### src/hw/rtl/wdm_pkg.sv
// shared constants, types and helper functions of the wall density map
package wdm_pkg;

	localparam int MAX_WIDTH     = 256;
	localparam int MAX_HEIGHT    = 256;
	localparam int WINDOW_RADIUS = 9;
	localparam int QUERY_RADIUS  = 1;

	localparam int COUNT_W = 9;
	localparam logic [COUNT_W-1:0] COUNT_MAX = '1;
	localparam int WORD_W  = COUNT_W + 1;

	localparam int XW     = $clog2(MAX_WIDTH);
	localparam int YW     = $clog2(MAX_HEIGHT);
	localparam int DEPTH  = MAX_WIDTH * MAX_HEIGHT;
	localparam int ADDR_W = $clog2(DEPTH);

	localparam int MAX_R = (WINDOW_RADIUS > QUERY_RADIUS) ? WINDOW_RADIUS : QUERY_RADIUS;
	localparam int CNT_W = $clog2(2 * MAX_R + 1);

	localparam int POS_W  = 11;
	localparam int KIND_W = 2;
	localparam int CFG_W  = 9;

	localparam int DIM_MAX = (MAX_WIDTH > MAX_HEIGHT) ? MAX_WIDTH : MAX_HEIGHT;
	localparam int DIM_W   = $clog2(DIM_MAX + 1);
	// room for pos plus origin plus radius, and for a signed compare against the size
	localparam int COORD_W = ((DIM_W + 1 > 13) ? DIM_W + 1 : 13) + 1;

	localparam int APB_W   = 32;
	localparam int PADDR_W = 4;

	localparam int IN_DATA_W  = 24;
	localparam int OUT_DATA_W = 8;

	typedef logic signed [COORD_W-1:0] coord_t;
	typedef logic [DIM_W-1:0] dim_t;
	typedef logic [ADDR_W-1:0] addr_t;

	typedef enum logic [KIND_W-1:0] {
		KIND_SET   = 2'd0,
		KIND_CLEAR = 2'd1,
		KIND_QUERY = 2'd2
	} kind_t;

	typedef enum logic [1:0] {
		REG_GRID_WIDTH  = 2'd0,
		REG_GRID_HEIGHT = 2'd1,
		REG_ORIGIN_X    = 2'd2,
		REG_ORIGIN_Y    = 2'd3
	} reg_idx_t;

	typedef enum logic [2:0] {
		ST_CLEAR,
		ST_IDLE,
		ST_CTR_RD,
		ST_CTR_CHK,
		ST_SCAN,
		ST_DRAIN,
		ST_DONE
	} state_t;

	typedef struct packed {
		dim_t             width;
		dim_t             height;
		logic [CFG_W-1:0] origin_x;
		logic [CFG_W-1:0] origin_y;
	} cfg_t;

	typedef struct packed {
		logic out_of_range;
		logic legal;
		logic changed;
	} result_t;

	function automatic logic on_grid(coord_t x, coord_t y, dim_t w, dim_t h);
		logic x_ok;
		logic y_ok;
		x_ok = !x[COORD_W-1] && ($unsigned(x) < COORD_W'(w));
		y_ok = !y[COORD_W-1] && ($unsigned(y) < COORD_W'(h));
		return x_ok && y_ok;
	endfunction

	function automatic addr_t map_addr(coord_t x, coord_t y);
		addr_t a;
		a = ADDR_W'(x[XW-1:0]) * ADDR_W'(MAX_HEIGHT) + ADDR_W'(y[YW-1:0]);
		return a;
	endfunction

endpackage

### src/hw/rtl/wdm_cfg.sv
// apb register file for grid size and query origin
module wdm_cfg (
	input  logic                            clk,
	input  logic                            arst_n,
	input  logic                            psel,
	input  logic                            penable,
	input  logic                            pwrite,
	input  logic [wdm_pkg::PADDR_W-1:0]     paddr,
	input  logic [wdm_pkg::APB_W-1:0]       pwdata,
	output logic [wdm_pkg::APB_W-1:0]       prdata,
	output logic                            pready,
	output wdm_pkg::cfg_t                   cfg
);

	logic [wdm_pkg::CFG_W-1:0] grid_w_q;
	logic [wdm_pkg::CFG_W-1:0] grid_h_q;
	logic [wdm_pkg::CFG_W-1:0] org_x_q;
	logic [wdm_pkg::CFG_W-1:0] org_y_q;
	wdm_pkg::reg_idx_t idx;
	logic wr;

	assign pready = 1'b1;
	assign idx    = wdm_pkg::reg_idx_t'(paddr[3:2]);
	assign wr     = psel && penable && pwrite;

	always_ff @(posedge clk or negedge arst_n) begin
		if (!arst_n) begin
			grid_w_q <= wdm_pkg::CFG_W'(256);
			grid_h_q <= wdm_pkg::CFG_W'(256);
			org_x_q  <= wdm_pkg::CFG_W'(128);
			org_y_q  <= wdm_pkg::CFG_W'(128);
		end else if (wr) begin
			unique case (idx)
				wdm_pkg::REG_GRID_WIDTH:  grid_w_q <= pwdata[wdm_pkg::CFG_W-1:0];
				wdm_pkg::REG_GRID_HEIGHT: grid_h_q <= pwdata[wdm_pkg::CFG_W-1:0];
				wdm_pkg::REG_ORIGIN_X:    org_x_q  <= pwdata[wdm_pkg::CFG_W-1:0];
				wdm_pkg::REG_ORIGIN_Y:    org_y_q  <= pwdata[wdm_pkg::CFG_W-1:0];
				default: ;
			endcase
		end
	end

	always_comb begin
		unique case (idx)
			wdm_pkg::REG_GRID_WIDTH:  prdata = wdm_pkg::APB_W'(grid_w_q);
			wdm_pkg::REG_GRID_HEIGHT: prdata = wdm_pkg::APB_W'(grid_h_q);
			wdm_pkg::REG_ORIGIN_X:    prdata = wdm_pkg::APB_W'(org_x_q);
			wdm_pkg::REG_ORIGIN_Y:    prdata = wdm_pkg::APB_W'(org_y_q);
			default:                  prdata = '0;
		endcase
	end

	// sizes above the store dimensions are clamped
	always_comb begin
		if (32'(grid_w_q) > 32'(wdm_pkg::MAX_WIDTH)) begin
			cfg.width = wdm_pkg::DIM_W'(wdm_pkg::MAX_WIDTH);
		end else begin
			cfg.width = wdm_pkg::DIM_W'(grid_w_q);
		end
		if (32'(grid_h_q) > 32'(wdm_pkg::MAX_HEIGHT)) begin
			cfg.height = wdm_pkg::DIM_W'(wdm_pkg::MAX_HEIGHT);
		end else begin
			cfg.height = wdm_pkg::DIM_W'(grid_h_q);
		end
		cfg.origin_x = org_x_q;
		cfg.origin_y = org_y_q;
	end

endmodule

### config.mk
export PLATFORM = sky130hd
export DESIGN_NAME = wdm_cfg
export DESIGN_NICKNAME = d
export VERILOG_FILES = /design/src/hw/rtl/wdm_pkg.sv /design/src/hw/rtl/wdm_cfg.sv
export SDC_FILE = /design/constraint.sdc
export NUM_CORES = 1
export LEC_CHECK = 0
export BUFFER_PORTS_ARGS = -buffer_cell sky130_fd_sc_hd__buf_2
export CAP_MARGIN = 25
export CORE_ASPECT_RATIO = 0.75
export CORE_UTILIZATION = 47
export DETAILED_ROUTE_END_ITERATION = 16
export HOLD_SLACK_MARGIN = 0.15
export PLACE_DENSITY = 0.86
export SYNTH_ARGS = -nofsm -noshare
export SYNTH_HDL_FRONTEND = slang
export SYNTH_SLANG_ARGS = --single-unit
### constraint.sdc
create_clock -name clk -period 2.96 [get_ports clk]
set_input_delay 0.148 -clock clk [delete_from_list [all_inputs] [get_ports clk]]
set_output_delay 0.148 -clock clk [all_outputs]
set_load 0.02 [all_outputs]
* Word-level counts from Yosys, hierarchy flattened
Index checks and enable logic that the tools add are counted.
Word-level totals: bits in registers 36, latch bits 0, RAM bits 0, bits in read-only memories 0, bits of input ports 41, output and inout port bits 69, memories 0
Operators by class: $add $sub $neg 0, multipliers 0, div/mod/pow operators 0, magnitude comparators 2, eq/ne operators 3, shifts and indexed selects 0, multiplexer cells 3, bitwise gates (word level) 0, reductions and logical operators 7
Operators with widths (count):
- $pmux 32 s4 | 1
- $gt 9x9->1 const B | 2
- $mux 9 | 2
- $reduce_and 2->1 | 4
- $eq 2x2->1 const B | 2
- $eq 2x1->1 const B | 1
- $logic_and 1x1->1 | 2
- $logic_not 2->1 | 1

* Logic depth before layout (Yosys ltp)
word-level depth 3, mapped depth 4, mapped depth without buffers 3

* Worst setup path before layout
No wires, ideal clock.
kind flip-flop to output port, from register grid_h_q[8] (netlist name), to output prdata[8] (netlist name), arrival 1147 ps, slack 1665 ps, stages on the path, launching flop included 3, buffers on the path 1, cell sequence dfstp_2 > clkbuf_1 > mux4_1
Between the ends: word-level cells in the longest chain between the ends 1
Ends and longest elaborated chain:
- start, declared | line wdm_cfg.sv:16 | logic [wdm_pkg::CFG_W-1:0] grid_h_q;
- start signal, assigned | line wdm_cfg.sv:29 | grid_h_q <= wdm_pkg::CFG_W'(256);
- start signal, assigned | line wdm_cfg.sv:35 | wdm_pkg::REG_GRID_HEIGHT: grid_h_q <= pwdata[wdm_pkg::CFG_W-1:0];
- $pmux 32 s4 | line wdm_cfg.sv:44 | unique case (idx)
- end, declared | line wdm_cfg.sv:10 | output logic [wdm_pkg::APB_W-1:0] prdata,
Every way passes these cells. The select of a mux whose other input is x is not followed.

* Worst setup path in the final report
Same ends and word-level chain as after synthesis.

==> summary.txt <==
Outcome
  • Status: finished clean

Pwr
  • Peak VDD IR: 0.512 mV
  • Flop pwr share: 43.1%
  • Leakage: 1.18 nW
  • Comb power frac: 37.4%
  • Pint: 1.05 mW
  • Net Sw Power: 608 uW
  • P per Cell Area: 704 nW/um^2
  • Switching part of the total power: 36.6%
  • Clock Power Share: 19.4%

Setup path
  • CP Data Arrival Time: 1410 ps
  • Critical path's top delay family: multiplexers
  • CP max-delay cell: mux4_1
  • R2R Setup Slk: 2030 ps
  • CP Data Required Time: 2810 ps
  • Crit path capture type: output pin
  • Reg-to-reg critical path startpoint: grid_w_q[8]
  • Crit-path cells: mux4_1, buf_2
  • Kind of critical path: register to output pin
  • CP bufs+invs: 1
  • CP startpoint: grid_h_q[8]
  • Critical Path Fanout Max: 11
  • CP max stage delay: 510 ps
  • Startpoint types: register

Detailed routing
  • Vias: 1247
  • Via density: 4.83
  • DRC viols: 0
  • DRT Wirelength: 3980 um
  • DR WL/cell: 15.4 um
  • Initial DRC count: 25
  • Pre-antenna DRT Iters: 4
  • Detail Route Antenna Nets: 0

Floorplan
  • Cell Rows: 19
  • Die Area: 4400 um^2
  • Die width: 76.3 um
  • Core area: 3800 um^2
  • Die height: 57.7 um
  • IO Pins: 110
  • Starting density of the core: 51.2%

Yosys
  • Top post-synthesis cells by area: dfrtp_1 41%, mux2_2 21%, mux4_1 12%
  • Synthesis Warnings: 0
  • Area of the mapped netlist: 1950 um^2
  • Synthesized instance count: 136
  • Post-synthesis cell type count: 15
  • Predominant post-synthesis flop cell: dfrtp_1
  • Yosys reg bits: 36
  • Leading area contributor after synthesis: dfrtp_1
  • Count leader, synth: mux2_2
  • Syn_area_per_cell: 14.3 um^2
  • Synth top area share: 41.2%
  • Register area share after synthesis: 46.6%
  • Synth cell count leaders: 36 x mux2_2, 32 x dfrtp_1, 25 x buf_4
  • Synth async-reset ratio: 100%
  • Post-synth EDFFs: 0

Timing
  • Max Fclk: 0.640 GHz
  • Final period util: 52.8%
  • Max Transition Viols Final: 0
  • Clk_skew: 0 ps
  • Final setup vio count: 0
  • Slew @ Worst Pin: 787 ps
  • Setup TNS Final: 0 ps
  • Final hold vios: 0
  • Max-slew headroom: 47.5%
  • RSZ-0062 raised after global routing: no
  • Fin crit period: 1560 ps

Worst hold path
  • Min-delay src: paddr[3]
  • HP Class: input pin to register

Clock tree
  • Cts repair resizes: 0
  • Worst-path clk slew: 70 ps
  • Max H-tree Level: 2
  • Worst-Skew Late Latency: 280 ps
  • CTS tree: done
  • Root Buffer Master: clkbuf_8
  • Clk buf depth: 2
  • Clock sink count: 36
  • Total CTS buffers: 5

Finish
  • N_diodes: 0
  • Share of cells above drive strength 1: 54.4%
  • Final non-filler cell total: 258
  • Nets: 246
  • Reg area: 906 um^2
  • Synth-to-Final Area Change: 21.4%
  • Multi-input gate area: 902 um^2
  • Layout fillers: 316

Global route
  • Pin count of the biggest net entering global routing: 37
  • Vias in the first global route: 1221
  • First-pass GRT wire length: 6280 um
  • GRT overflow: 0
  • Antenna violations before repair: 0
  • Total track usage: 19.3%

Placement
  • Placed Cells: 240
  • Number of input and output port buffers inserted: 60
  • Routability cong.: 0.773
  • Post-detail-place hpwl: 2700 um

Job
  • Max Cap Viol: 0
layer usage:
| layer | global-route usage [%] | up-vias | part of all wire (%) | routed length, um |
|---|---|---|---|---|
| met3 | 6.77 | 2 | 6.8 | 270 |
| met1 | 26.3 | 618 | 46 | 1840 |
| li1 | - | 568 | - | - |
| met4 | 4.12 | 0 | 0.25 | 10 |
| met2 | 30.1 | 59 | 47 | 1860 |
| met5 | 0 | - | 0 | 0 |
what timing repair did:
item / 4_1_cts / 5_1_grt
buffers inserted: 0 / 0
hold buffers: 10 / 0
endpoints found under the hold margin: 65 / 0
path summary, 6_finish.rpt:
kind                                to  cells past startpoint
hold reg to reg            grid_h_q[7]                      1
setup / recovery             prdata[8]                      2
max in group asynchronous   org_y_q[1]                      2
hold / removal              org_y_q[6]                      3
setup reg to reg           grid_w_q[8]                      1
min in group asynchronous   org_x_q[2]                      2
flip-flops by register name (all words and copies together), names as in the netlist:
register / flops
grid_h_q: 9
grid_w_q: 9
org_x_q: 9
org_y_q: 9
power by group through the flow:
stage               Combinational, mW  Sequential, mW  Clock, mW
floorplan                       0.399           0.753          0
global placement                0.606           0.717          0
detailed placement              0.614           0.725          0
CTS                             0.626           0.716      0.338
global route                    0.660           0.736      0.359
finish                          0.623           0.717      0.323
area by class of cell:
class	count	share of cell area, %
clock buffers	7	3.23
clock inverters	1	0.212
multi-input cells	91	38.2
flip-flops and latches	36	38.3
well taps	52	2.75
repair buffers	71	17.3
cells in the final DEF (no fill, tap or decap):
cell           count
and3_2             1
buf_2             60
buf_4              1
clkbuf_1           2
clkbuf_8           5
clkinv_2           1
conb_1            24
dfrtp_1           32
dfstp_2            4
dlygate4sd3_1     10
mux2_2            36
mux4_1             9
nand3_1            1
nand3_4            1
nand3b_2           1
nor2b_1           16
nor3_4             1
nor3b_2            1
cells by family (layout without fill, tap and decap cells):
kind of cell / after synthesis / after routing / share of synthesized area [%]
other: 2 / 24 / 0.386
buffers and inverters: 31 / 79 / 11.6
DFF: 36 / 36 / 46.6
and+or+nand+nor: 22 / 22 / 8.49
muxes: 45 / 45 / 33.0
stage by stage:
stage | setup slack, ps | utilization [%] | instance area [um^2] | total power [mW] | hold WS [ps]
2_1_floorplan | 1660 | - | 2030 | 1.15 | -148
3_3_place_gp | 1270 | 57.3 | 2180 | 1.32 | 266
3_5_place_dp | 1260 | 57.3 | 2180 | 1.34 | 274
4_1_cts | 1380 | 62.1 | 2360 | 1.68 | 474
5_1_grt | 1340 | 62.1 | 2360 | 1.75 | 492
6_report | 1400 | 62.1 | 2360 | 1.66 | 478
Power figures use the tool's default switching activity.
