<file path="config.mk">
export PLATFORM = sky130hd
export DESIGN_NAME = wdm_ram
export DESIGN_NICKNAME = d
export VERILOG_FILES = /design/src/hw/rtl/wdm_ram.sv
export SDC_FILE = /design/constraint.sdc
export NUM_CORES = 1
export LEC_CHECK = 0
export ABC_AREA = 1
export BUFFER_PORTS_ARGS = -buffer_cell sky130_fd_sc_hd__buf_2
export CAP_MARGIN = 20
export CORE_ASPECT_RATIO = 0.6
export CORE_MARGIN = 5
export CORE_UTILIZATION = 45
export CTS_CLUSTER_DIAMETER = 200
export DETAILED_ROUTE_END_ITERATION = 7
export PLACE_DENSITY_LB_ADDON = 0.25
export REMOVE_ABC_BUFFERS = 1
export SYNTH_ARGS = -nofsm -noshare
export SYNTH_HDL_FRONTEND = slang
export SYNTH_SLANG_ARGS = --single-unit
</file>
<file path="constraint.sdc">
create_clock -name clk -period 2.6 [get_ports clk]
set_input_delay 0.26 -clock clk [delete_from_list [all_inputs] [get_ports clk]]
set_output_delay 0.26 -clock clk [all_outputs]
set_load 0.005 [all_outputs]
</file>
<file path="src/hw/rtl/wdm_ram.sv">
// generic simple dual-port ram with registered read
module wdm_ram #(
	parameter int WIDTH = 8,
	parameter int DEPTH = 16
) (
	input  logic                     clk,
	input  logic                     we,
	input  logic [$clog2(DEPTH)-1:0] waddr,
	input  logic [WIDTH-1:0]         wdata,
	input  logic [$clog2(DEPTH)-1:0] raddr,
	output logic [WIDTH-1:0]         rdata
);

	logic [WIDTH-1:0] mem_q [DEPTH];

	always_ff @(posedge clk) begin
		if (we) begin
			mem_q[waddr] <= wdata;
		end
		rdata <= mem_q[raddr];
	end

endmodule

</file>
Word-level counts from Yosys, hierarchy flattened --
Memory sizes are Yosys's and may differ from the RTL's. A register that Yosys moved wholly into a read port is not among the register bits. Index checks and enable logic that the tools add are counted.
Operators by class: muxes and demuxes 2
Operator list (count):
- $mux 1 | 2
Word-level totals: register bits after elaboration 0, RAM bits 128, input bits 18, output and inout bits 8, logic and storage cells 3, memories 1
Memories:
- mem_q | words 16, width 8, rd ports 1, clocked after memory_dff 1, wr ports 1, line 14 | logic [WIDTH-1:0] mem_q [DEPTH];

Logic depth before layout (Yosys ltp) --
Gate-level depths: netlist of run 1.
word-level depth 2, mapped depth 8, mapped depth without buffers 7

Worst setup path before layout of run 1 --
OpenSTA, ideal clock, no wires.
path type input to register, from in waddr[2], to mem mem_q[10][0] (enable), arrival time 841 ps, setup slack 1389 ps, stages on the path 2, path through nand3b_1 -> nor2_1
RTL lines:
- from (decl) | line 8 | input logic [$clog2(DEPTH)-1:0] waddr,
- to (decl) | line 14
No word-level cell before the write port.

==> key figures, run 1 <==
Logic synthesis
  – Post-synth design cell area: 5770 µm²
  – Top-count cell post-synth: nand2_1
  – Cells after Synth: 551
  – Commonest cells in the synthesized netlist: nand2_1 (173), edfxtp_1 (128), inv_1 (100)
  – Synth top area share: 66.7%
  – Mapped Avg Cell Area: 10.5 µm²
  – Number of synthesized flops with an enable pin: 128
  – Ys async rst share: 0%
  – Largest area contributor in the netlist: edfxtp_1
  – Area contributors post-synth: edfxtp_1 (67%), nand2_1 (11%), nand3_1 (8.4%), inv_1 (6.5%), dfxtp_1 (2.8%)
  – Main flop type after synthesis: edfxtp_1
  – Synth unique cells: 12
  – Seq/Total Area, Yosys: 69.4%
  – Synth Warn #: 0
  – Synthesis-stage register bit count: 136

Floorplan
  – Die extent in y: 97.7 µm
  – Row cnt: 32
  – Die area: 15,300 µm²
  – Core ar.: 12,700 µm²
  – DIE WIDTH: 156 µm
  – Starting Density: 45.4%
  – IO Count: 26

Clock tree
  – Clock Sinks: 136
  – CTS tree: yes
  – Num CTS Buffers: 17
  – CTS resizes: 0
  – Clock root cell: clkbuf_16
  – Htree depth: 4
  – Clk_lat worst skew: 0.42 ns
  – Clock Path Buffers: 2
  – Hold buffer count at CTS: 0
  – Reg clk slew, reported paths: 0.05 ns
  – Post-CTS setup buffer count: 0

Placed design
  – GPL Wtd Cong: 0.809
  – Input/output buffers: 25
  – Post-detail-place hpwl: 8620 µm
  – Area after DPL: 5980 µm²

Route
  – Final ANT Viol Nets: 0
  – Drt first pass iters: 5
  – Via-per-instance ratio: 4.96
  – Vias: 3,758
  – Residual DRC: 0
  – Routed length per instance: 17.7 µm
  – Drt first-iter violations: 292
  – Total Wirelength: 13,400 µm

Run status
  – Status: finished clean

Worst hold path
  – Hold crit path type: input pin to flop
  – Hold endpoint: rdata[6]$_DFF_P_
  – Hold_sp: raddr[3]
  – Hold-critical path depth: 3

Power
  – Tot Pwr: 5000 µW
  – Maximum vdd drop: 0.468 mV
  – PwrDens: 766 nW/µm²
  – Leakage power: 0.00280 µW

Critical path
  – Worst path most repeated cell: nand3_1
  – Worst setup EP type: flop
  – R2R setup slack: 1.49 ns
  – CP Class: input pin to flop
  – CP Data Arrival Time: 1.59 ns
  – Crit path cell chain: buf_2 -> buf_4 -> nand2_1 -> nand3_1 -> nand3_1 -> nand3_1 -> nand2_1
  – Critical Path Max Stage Delay: 0.53 ns
  – Reg2reg start: mem_q[7][4]$_DFFE_PP_
  – CP startpoint kind: input pin
  – R2R Path End: rdata[4]$_DFF_P_
  – Required time of the critical path: 2.90 ns
  – Critical-path top delay cell: buf_4
  – Maximum fanout along the worst path: 64
  – Reg2Reg Depth: 6

Global route
  – Via count of the first global-routing pass: 3,640
  – Global-route wire length before repair: 21,200 µm
  – Tot GR Track Use: 18.8%
  – Largest net degree at the start of global routing: 65
  – Grt total ovfl: 0
  – Initial antenna violation count: 1

Timing
  – Post-route setup TNS: 0 ns
  – Slew margin rel.: 46.4%
  – Unrepaired setup endpoints after global routing: no
  – Max Freq: 0.773 GHz
  – Final Setup Violations: 0
  – Fin crit share: 49.7%
  – Min Clock Period, post-route: 1.29 ns
  – Final Hold Fails: 0
  – Slew Viols, Final: 0
  – Worst Skew: 0.00951 ns
  – Slew @ Worst Pin: 0.801 ns

Layout
  – Ratio of cells with drive above 1 in the final layout: 9.35%
  – Area delta synth->final: 13.2%
  – Final instance area: 6530 µm²
  – Fin nets: 593
  – ANT cells: 0

Job
  – Max Cap Viol: 0
==> routing by layer <==
metal / vias to the layer above / GRT usage (%) / part of all wire [%]
li1: 1822 / - / -
met1: 1786 / 28.6 / 48
met2: 135 / 25.0 / 41
met3: 15 / 7.34 / 9.5
met4: 0 / 4.93 / 1.1
met5: - / 0 / 0
==> cells by family after synthesis <==
family                 share of synthesized area (%)
AND/OR/NAND/NOR                                 21.0
buffers and inverters                           9.52
flip-flops                                      69.4
==> where the power goes <==
part           internal (µW)  switching [µW]
clock network           1390             850
logic                   80.7             212
registers               2450            18.2
total                   3920            1080
==> stage by stage <==
stage	setup WS, ns	hold slack (ns)	utilization [%]	instances
global route	1.16	0.233	51.4	758
floorplan	1.36	0.359	-	527
CTS	1.33	0.220	51.4	758
global placement	0.912	0.646	47.1	726
finish	1.31	0.237	51.4	758
detailed placement	0.899	0.642	47.1	726
==> flip-flops by register name, summed over array words and instances, names as in the netlist <==
signal	count
rdata	8
mem_q	128
==> placed cells by master (no fill, tap or decap) <==
| master | n |
|---|---|
| clkbuf_1 | 3 |
| bufinv_16 | 2 |
| clkinvlp_4 | 2 |
| dfxtp_1 | 8 |
| clkinv_2 | 3 |
| buf_12 | 1 |
| buf_4 | 3 |
| clkinv_1 | 5 |
| nor2_1 | 17 |
| nand3_1 | 97 |
| inv_2 | 2 |
| buf_2 | 25 |
| edfxtp_1 | 128 |
| nand2_1 | 173 |
| clkbuf_16 | 17 |
| nand3b_1 | 2 |
| inv_1 | 100 |
==> final cells by class <==
| class | instances | area (µm²) |
|---|---|---|
| Tap cell | 170 | 213 |
| Sequential cell | 136 | 4000 |
| Fill cell | 1128 | 6170 |
| Multi-Input combinational cell | 289 | 1210 |
| Timing Repair Buffer | 29 | 168 |
| Clock inverter | 12 | 109 |
| Clock buffer | 20 | 437 |
| Inverter | 102 | 383 |
==> critical path: cells and delay by family <==
kind	cells	cell delay (ns)
simple gates	5	0.65
buf+inv	2	0.63
==> how the worst max path moves through the flow <==
stage | cells after the start | startpoint | endpoint
3_3_place_gp | 7 | raddr[0] | rdata[3]$_DFF_P_
6_report | 7 | raddr[0] | rdata[4]$_DFF_P_
4_1_cts | 7 | raddr[0] | rdata[4]$_DFF_P_
3_5_place_dp | 7 | raddr[0] | rdata[4]$_DFF_P_
2_1_floorplan | 6 | raddr[0] | rdata[2]$_DFF_P_
5_1_grt | 7 | raddr[0] | rdata[4]$_DFF_P_
No activity file was read; power rests on OpenSTA's default activity.
==> run 2: changes to the inputs <==
==> constraint.sdc (replaced) <==
create_clock -name clk -period 1.3 [get_ports clk]
set_input_delay 0.13 -clock clk [delete_from_list [all_inputs] [get_ports clk]]
set_output_delay 0.13 -clock clk [all_outputs]
set_load 0.005 [all_outputs]
==> run 2 against run 1 <==
  * Via count grew 3.1%
  * Wire length down 1.4%
  * Worst setup slack worse by 1.1 ns
  * Critical endpoint unchanged
  * Non-clock buffer count is 27 higher
  * First-iteration DRC count shrank 12%
  * Largest cell class unchanged
  * Count of clock-buffer cells in the layout shrank 3
==> key figures, run 2 (same netlist as run 1, synthesis figures left out) <==
Power
  – Maximum vdd drop: 1.09 mV (was 0.468 mV)
  – Leakage power: 0.00299 µW (was 0.00280 µW)
  – PwrDens: 1540 nW/µm² (was 766 nW/µm²)
  – Tot Pwr: 10,500 µW (was 5000 µW)

Critical path
  – Maximum fanout along the worst path: 1 (was 64)
  – Reg2reg start: mem_q[6][4]$_DFFE_PP_ (was mem_q[7][4]$_DFFE_PP_)
  – CP Data Arrival Time: 1.38 ns (was 1.59 ns)
  – Required time of the critical path: 1.61 ns (was 2.90 ns)
  – Critical Path Max Stage Delay: 0.37 ns (was 0.53 ns)
  – Critical Path Source: mem_q[6][4]$_DFFE_PP_ (was raddr[0])
  – Crit path cell chain: inv_1 -> nand2_1 -> nand3_1 -> nand3_1 -> nand3_1 -> nand2_1 (was buf_2 -> buf_4 -> nand2_1 -> nand3_1 -> nand3_1 -> nand3_1 -> nand2_1)
  – Critical-path top delay cell: edfxtp_1 (was buf_4)
  – Reg2Reg Depth: 6 (unchanged)
  – CP startpoint kind: flop (was input pin)
  – Worst setup EP type: flop (unchanged)
  – CP Class: flop to flop (was input pin to flop)
  – Worst path most repeated cell: nand3_1 (unchanged)

Timing
  – Slew Viols, Final: 0 (unchanged)
  – Unrepaired setup endpoints after global routing: no (unchanged)
  – Slew @ Worst Pin: 0.620 ns (was 0.801 ns)
  – Min Clock Period, post-route: 1.07 ns
  – Fin crit share: 82.2%
  – Worst Skew: 0.00694 ns (was 0.00951 ns)
  – Max Freq: 0.935 GHz
  – Final Hold Fails: 0 (unchanged)
  – Final Setup Violations: 0 (unchanged)
  – Slew margin rel.: 58.6% (was 46.4%)

Clock tree
  – Clock Path Buffers: 2 (unchanged)
  – Reg clk slew, reported paths: 0.06 ns (was 0.05 ns)
  – Clock Sinks: 136 (unchanged)
  – Post-CTS setup buffer count: 0 (unchanged)
  – Num CTS Buffers: 17 (unchanged)
  – Clk_lat worst skew: 0.41 ns (was 0.42 ns)
  – CTS resizes: 0 (unchanged)
  – CTS tree: yes (unchanged)
  – Clock root cell: clkbuf_16 (unchanged)
  – Hold buffer count at CTS: 0 (unchanged)
  – Htree depth: 4 (unchanged)

Route
  – Total Wirelength: 13,200 µm (was 13,400 µm)
  – Drt first-iter violations: 256 (was 292)
  – Routed length per instance: 16.9 µm (was 17.7 µm)
  – Drt first pass iters: 4 (was 5)
  – Vias: 3,876 (was 3,758)
  – Final ANT Viol Nets: 0 (unchanged)
  – Via-per-instance ratio: 4.94 (was 4.96)
  – Residual DRC: 0 (unchanged)

Floorplan
  – DIE WIDTH: 156 µm (unchanged)
  – Starting Density: 45.4% (unchanged)
  – Core ar.: 12,700 µm² (unchanged)
  – Die area: 15,300 µm² (unchanged)
  – Die extent in y: 97.7 µm (unchanged)
  – IO Count: 26 (unchanged)
  – Row cnt: 32 (unchanged)

Layout
  – Ratio of cells with drive above 1 in the final layout: 14.6% (was 9.35%)
  – Area delta synth->final: 18.3% (was 13.2%)
  – Largest register FFs: 128 (unchanged)
  – Most frequent cells in the layout: nand2_1 (173), edfxtp_1 (128), inv_1 (100), nand3_1 (97), buf_4 (28) (was nand2_1 (173), edfxtp_1 (128), inv_1 (100), nand3_1 (97), buf_2 (25))
  – Largest Register: mem_q (unchanged)
  – Top flop regs: mem_q (128), rdata (8) (unchanged)
  – Fin nets: 620 (was 593)
  – Fin cells: 785 (was 758)
  – ANT cells: 0 (unchanged)
  – Most common cell after layout, fill and taps aside: nand2_1 (unchanged)

Global route
  – Via count of the first global-routing pass: 3,749 (was 3,640)
  – Largest net degree at the start of global routing: 41 (was 65)
  – Initial antenna violation count: 0 (was 1)
  – Grt total ovfl: 0 (unchanged)
  – Tot GR Track Use: 18.2% (was 18.8%)
  – Global-route wire length before repair: 20,800 µm (was 21,200 µm)

Placed design
  – GPL Wtd Cong: 0.915 (was 0.809)
  – Placed Instances: 753 (was 726)
  – Post-detail-place hpwl: 8590 µm (was 8620 µm)
  – Input/output buffers: 25 (unchanged)

Worst hold path
  – Hold_sp: raddr[3] (unchanged)
  – Hold-critical path depth: 3 (unchanged)
  – Hold crit path type: input pin to flop (unchanged)

Run status
  – Status: finished clean (unchanged)

Job
  – Max Cap Viol: 0 (unchanged)
-- run 2: cell count changes in the layout (fill, tap and decap cells not counted), moves of 2 or more --
cell,before,now
buf_12,1,3
buf_4,3,28
clkbuf_1,3,0
clkinv_1,5,0
clkinv_2,3,1
clkinv_4,0,5
inv_6,0,5
-- run 2: area by class of cell --
type	instances	area, µm²
multi-input cells	289	1210
fillers	1079	5870
flip-flops and latches	136	4000
clock inverters	15	190
clock buffers	17	425
repair buffers	56	395
inverters	102	383
well taps	170	213
-- run 2: power breakdown --
group          internal, µW  total, µW  switching (µW)
sequential             4900       4930            31.3
clock                  3060       4960            1900
combinational           194        617             424
-- run 2: critical path: cells and delay by family, from the launching register on --
| kind | cells | cell delay (ns) |
|---|---|---|
| DFF | 1 | 0.37 |
| and+or+nand+nor | 5 | 0.53 |
| buffers and inverters | 1 | 0.06 |
-- run 2: routing by layer --
layer / vias to the layer above / routed length (µm) / track usage [%]
met1: 1844 / 6540 / 28.0
met5: - / 0 / 0
met4: 0 / 130 / 6.13
li1: 1876 / - / -
met2: 143 / 5780 / 25.7
met3: 13 / 785 / 3.60
-- run 2: stage by stage --
stage	area, µm²	setup WS [ns]	TNS, ns	utilization, %	hold WS (ns)
finish	6820	0.231	0	53.8	0.0851
detailed placement	6210	0.00809	0	48.9	0.503
floorplan	5600	0.190	0	-	0.229
global route	6820	0.129	0	53.8	0.0919
global placement	6210	-0.00230	-0.00230	48.9	0.509
CTS	6820	0.241	0	53.8	0.0702
-- run 2: path summary, 6_finish.rpt --
path | end | slack (ns)
setup / recovery | rdata[4]$_DFF_P_ | 0.23
hold reg to reg | rdata[5]$_DFF_P_ | 0.67
setup reg to reg | rdata[4]$_DFF_P_ | 0.23
hold / removal | rdata[5]$_DFF_P_ | 0.09
==> run 3: changes to the inputs <==
--- a/config.mk
+++ b/config.mk
@@ -5,7 +5,7 @@
 export SDC_FILE = /design/constraint.sdc
 export NUM_CORES = 1
 export LEC_CHECK = 0
-export ABC_AREA = 1
+export ABC_AREA = 0
 export BUFFER_PORTS_ARGS = -buffer_cell sky130_fd_sc_hd__buf_2
 export CAP_MARGIN = 20
 export CORE_ASPECT_RATIO = 0.6
==> constraint.sdc (replaced) <==
create_clock -name clk -period 1 [get_ports clk]
set_input_delay 0.1 -clock clk [delete_from_list [all_inputs] [get_ports clk]]
set_output_delay 0.1 -clock clk [all_outputs]
set_load 0.005 [all_outputs]
==> run 3 against run 2 <==
  * The flow now finishes with violations (negative setup slack)
  * Critical path depth shrank 3
  * Via count shrank 38%
  * Critical path type unchanged
  * Register-to-register slack lost 0.47 ns
  * Global-route usage shrank 2.4 points
  * Cell area shrank 8.4%
==> key figures, run 3 <==
Run status
  – Status: finished, violations left (was finished clean)
  – Violated checks: negative setup slack

Clock tree
  – CTS tree: yes (unchanged)
  – Num CTS Buffers: 17 (unchanged)
  – Clock root cell: clkbuf_16 (unchanged)
  – Htree depth: 4 (unchanged)
  – Post-CTS setup buffer count: 0 (unchanged)
  – Clock Sinks: 136 (unchanged)
  – Clk_lat worst skew: 0.41 ns (about the same)
  – Clock Path Buffers: 2 (unchanged)
  – Reg clk slew, reported paths: 0.06 ns (about the same)

Floorplan
  – Core ar.: 11,300 µm² (was 12,700 µm²)
  – Die extent in y: 92.8 µm (was 97.7 µm)
  – Starting Density: 45.7% (was 45.4%)
  – IO Count: 26 (unchanged)
  – Die area: 13,700 µm² (was 15,300 µm²)
  – Row cnt: 30 (was 32)
  – DIE WIDTH: 148 µm (was 156 µm)

Layout
  – Ratio of cells with drive above 1 in the final layout: 43.0% (was 14.6%)
  – Largest register FFs: 128 (unchanged)
  – Core Util, Final: 55.5% (was 53.8%)
  – ANT cells: 0 (unchanged)
  – Most common cell after layout, fill and taps aside: edfxtp_1 (was nand2_1)
  – Final instance area: 6250 µm² (was 6820 µm²)
  – Area delta synth->final: 21.4% (was 18.3%)
  – Top flop regs: mem_q (128), rdata (8) (unchanged)
  – Multi-input logic area: 1070 µm² (was 1210 µm²)
  – Most frequent cells in the layout: edfxtp_1 (128), mux4_2 (32), buf_2 (25), buf_4 (23), clkbuf_16 (17) (was nand2_1 (173), edfxtp_1 (128), inv_1 (100), nand3_1 (97), buf_4 (28))
  – Fin cells: 446 (was 785)
  – Fin nets: 307 (was 620)
  – Register area: 4010 µm² (was 4000 µm²)
  – Largest Register: mem_q (unchanged)
  – Fill count: 875 (was 1,079)

Route
  – Routed length per instance: 21.9 µm (was 16.9 µm)
  – Residual DRC: 0 (unchanged)
  – Drt first-iter violations: 205 (was 256)
  – Final ANT Viol Nets: 0 (unchanged)
  – Total Wirelength: 9760 µm (was 13,200 µm)
  – Drt first pass iters: 4 (unchanged)
  – Vias: 2,422 (was 3,876)
  – Via-per-instance ratio: 5.43 (was 4.94)

Timing
  – Final Hold Fails: 0 (unchanged)
  – Final worst slack: -0.240 ns (was 0.231 ns)
  – Slew @ Worst Pin: 0.996 ns (was 0.620 ns)
  – Slew Viols, Final: 0 (unchanged)
  – Final Setup Violations: 8 (was 0)
  – Worst Skew: 0.00571 ns (was 0.00694 ns)
  – Min Clock Period, post-route: 1.24 ns (was 1.07 ns)
  – Fin crit share: 124% (was 82.2%)
  – Slew margin rel.: 33.5% (was 58.6%)
  – Max Freq: 0.807 GHz (was 0.935 GHz)
  – Unrepaired setup endpoints after global routing: yes (was no)

Placed design
  – Post-detail-place hpwl: 6390 µm (was 8590 µm)
  – Input/output buffers: 25 (unchanged)
  – DP Worst Slack: -0.502 ns (was 0.00809 ns)
  – Placed Instances: 414 (was 753)
  – GPL Wtd Cong: 0.749 (was 0.915)
  – Area after DPL: 5600 µm² (was 6210 µm²)

Logic synthesis
  – Ys async rst share: 0% (unchanged)
  – Top-count cell post-synth: edfxtp_1 (was nand2_1)
  – Largest area contributor in the netlist: edfxtp_1 (unchanged)
  – Synthesis-stage register bit count: 136 (unchanged)
  – Mapped Avg Cell Area: 22.5 µm² (was 10.5 µm²)
  – Synth unique cells: 19 (was 12)
  – Commonest cells in the synthesized netlist: edfxtp_1 (128), mux4_2 (18), a22oi_1 (16) (was nand2_1 (173), edfxtp_1 (128), inv_1 (100))
  – Area contributors post-synth: edfxtp_1 (75%), mux4_2 (7.9%), mux4_1 (7.1%), dfxtp_1 (3.1%), a22oi_1 (2.3%) (was edfxtp_1 (67%), nand2_1 (11%), nand3_1 (8.4%), inv_1 (6.5%), dfxtp_1 (2.8%))
  – Post-synth design cell area: 5150 µm² (was 5770 µm²)
  – Main flop type after synthesis: edfxtp_1 (unchanged)
  – Number of synthesized flops with an enable pin: 128 (unchanged)
  – Cells after Synth: 229 (was 551)
  – Synth Warn #: 0 (unchanged)
  – Synth top area share: 74.7% (was 66.7%)
  – Seq/Total Area, Yosys: 77.8% (was 69.4%)

Global route
  – Via count of the first global-routing pass: 2,584 (was 3,749)
  – Initial antenna violation count: 0 (unchanged)
  – Grt total ovfl: 0 (unchanged)
  – Tot GR Track Use: 15.8% (was 18.2%)
  – Global-route wire length before repair: 15,400 µm (was 20,800 µm)
  – Largest net degree at the start of global routing: 23 (was 41)

Critical path
  – Critical Path Source: mem_q[11][6]$_DFFE_PP_ (was mem_q[6][4]$_DFFE_PP_)
  – CP startpoint kind: flop (unchanged)
  – Worst setup EP type: flop (unchanged)
  – Reg2reg start: mem_q[11][6]$_DFFE_PP_ (was mem_q[6][4]$_DFFE_PP_)
  – Maximum fanout along the worst path: 1 (unchanged)
  – Required time of the critical path: 1.29 ns (was 1.61 ns)
  – CP Data Arrival Time: 1.53 ns (was 1.38 ns)
  – CP Class: flop to flop (unchanged)

Worst hold path
  – Hold crit path type: input pin to flop (unchanged)
  – Hold_sp: wdata[2] (was raddr[3])

Job
  – Max Cap Viol: 0 (unchanged)

Power
  – Maximum vdd drop: 1.47 mV (was 1.09 mV)
  – Tot Pwr: 13,600 µW (was 10,500 µW)
  – PwrDens: 2180 nW/µm² (was 1540 nW/µm²)
  – Leakage power: 0.00209 µW (was 0.00299 µW)
run 3: per-stage QoR:
| step | hold WS, ns | setup TNS [ns] |
|---|---|---|
| global placement | 0.485 | -29.30 |
| finish | 0.0627 | -1.73 |
| global route | 0.0528 | -2.16 |
| CTS | 0.0496 | -1.81 |
| floorplan | 0.199 | -24.23 |
| detailed placement | 0.480 | -31.99 |
run 3: metal layers:
layer | wire (µm) | GRT usage (%)
met2 | 4270 | 21.1
met5 | 0 | 0
met1 | 4860 | 23.9
met3 | 544 | 5.28
met4 | 85 | 5.76
run 3: path summary, 6_finish.rpt:
path / cells past startpoint / end / slack, ns
worst min-delay path: 1 / mem_q[4][2]$_DFFE_PP_ / 0.06
worst max register to register: 3 / rdata[6]$_DFF_P_ / -0.24
worst max-delay path: 3 / rdata[6]$_DFF_P_ / -0.24
worst min register to register: 3 / rdata[4]$_DFF_P_ / 0.67
run 3: what timing repair did:
action	in CTS	in global routing
endpoints found under the setup margin	9	18
pin swaps	11	6
hold buffers	0	0
resized for setup	21	9
run 3: kinds of logic (layout without fill, tap and decap cells):
logic type / Yosys count / count (layout) / share of synthesized area [%]
DFF: 136 / 136 / 77.8
and+or+nand+nor: 35 / 35 / 3.18
buffers and inverters: 10 / 83 / 1.68
AOI/OAI and AO/OA: 16 / 16 / 2.33
muxes: 32 / 32 / 15.0
run 3: final cells by class:
class / instances / area share (%)
Sequential cell: 136 / 64.1
Multi-Input combinational cell: 83 / 17.2
Clock buffer: 20 / 7.31
Timing Repair Buffer: 51 / 5.73
Tap cell: 144 / 2.88
Clock inverter: 12 / 2.78
run 3: worst max-delay path: stages, from the launching register on:
cell      delay (ns)
edfxtp_1        0.37
mux4_2          0.48
a22oi_2         0.18
nand2_1         0.09
run 3: where the power goes:
group | internal (µW) | switching [µW]
sequential | 6380 | 36.4
clock | 4300 | 2250
combinational | 301 | 345
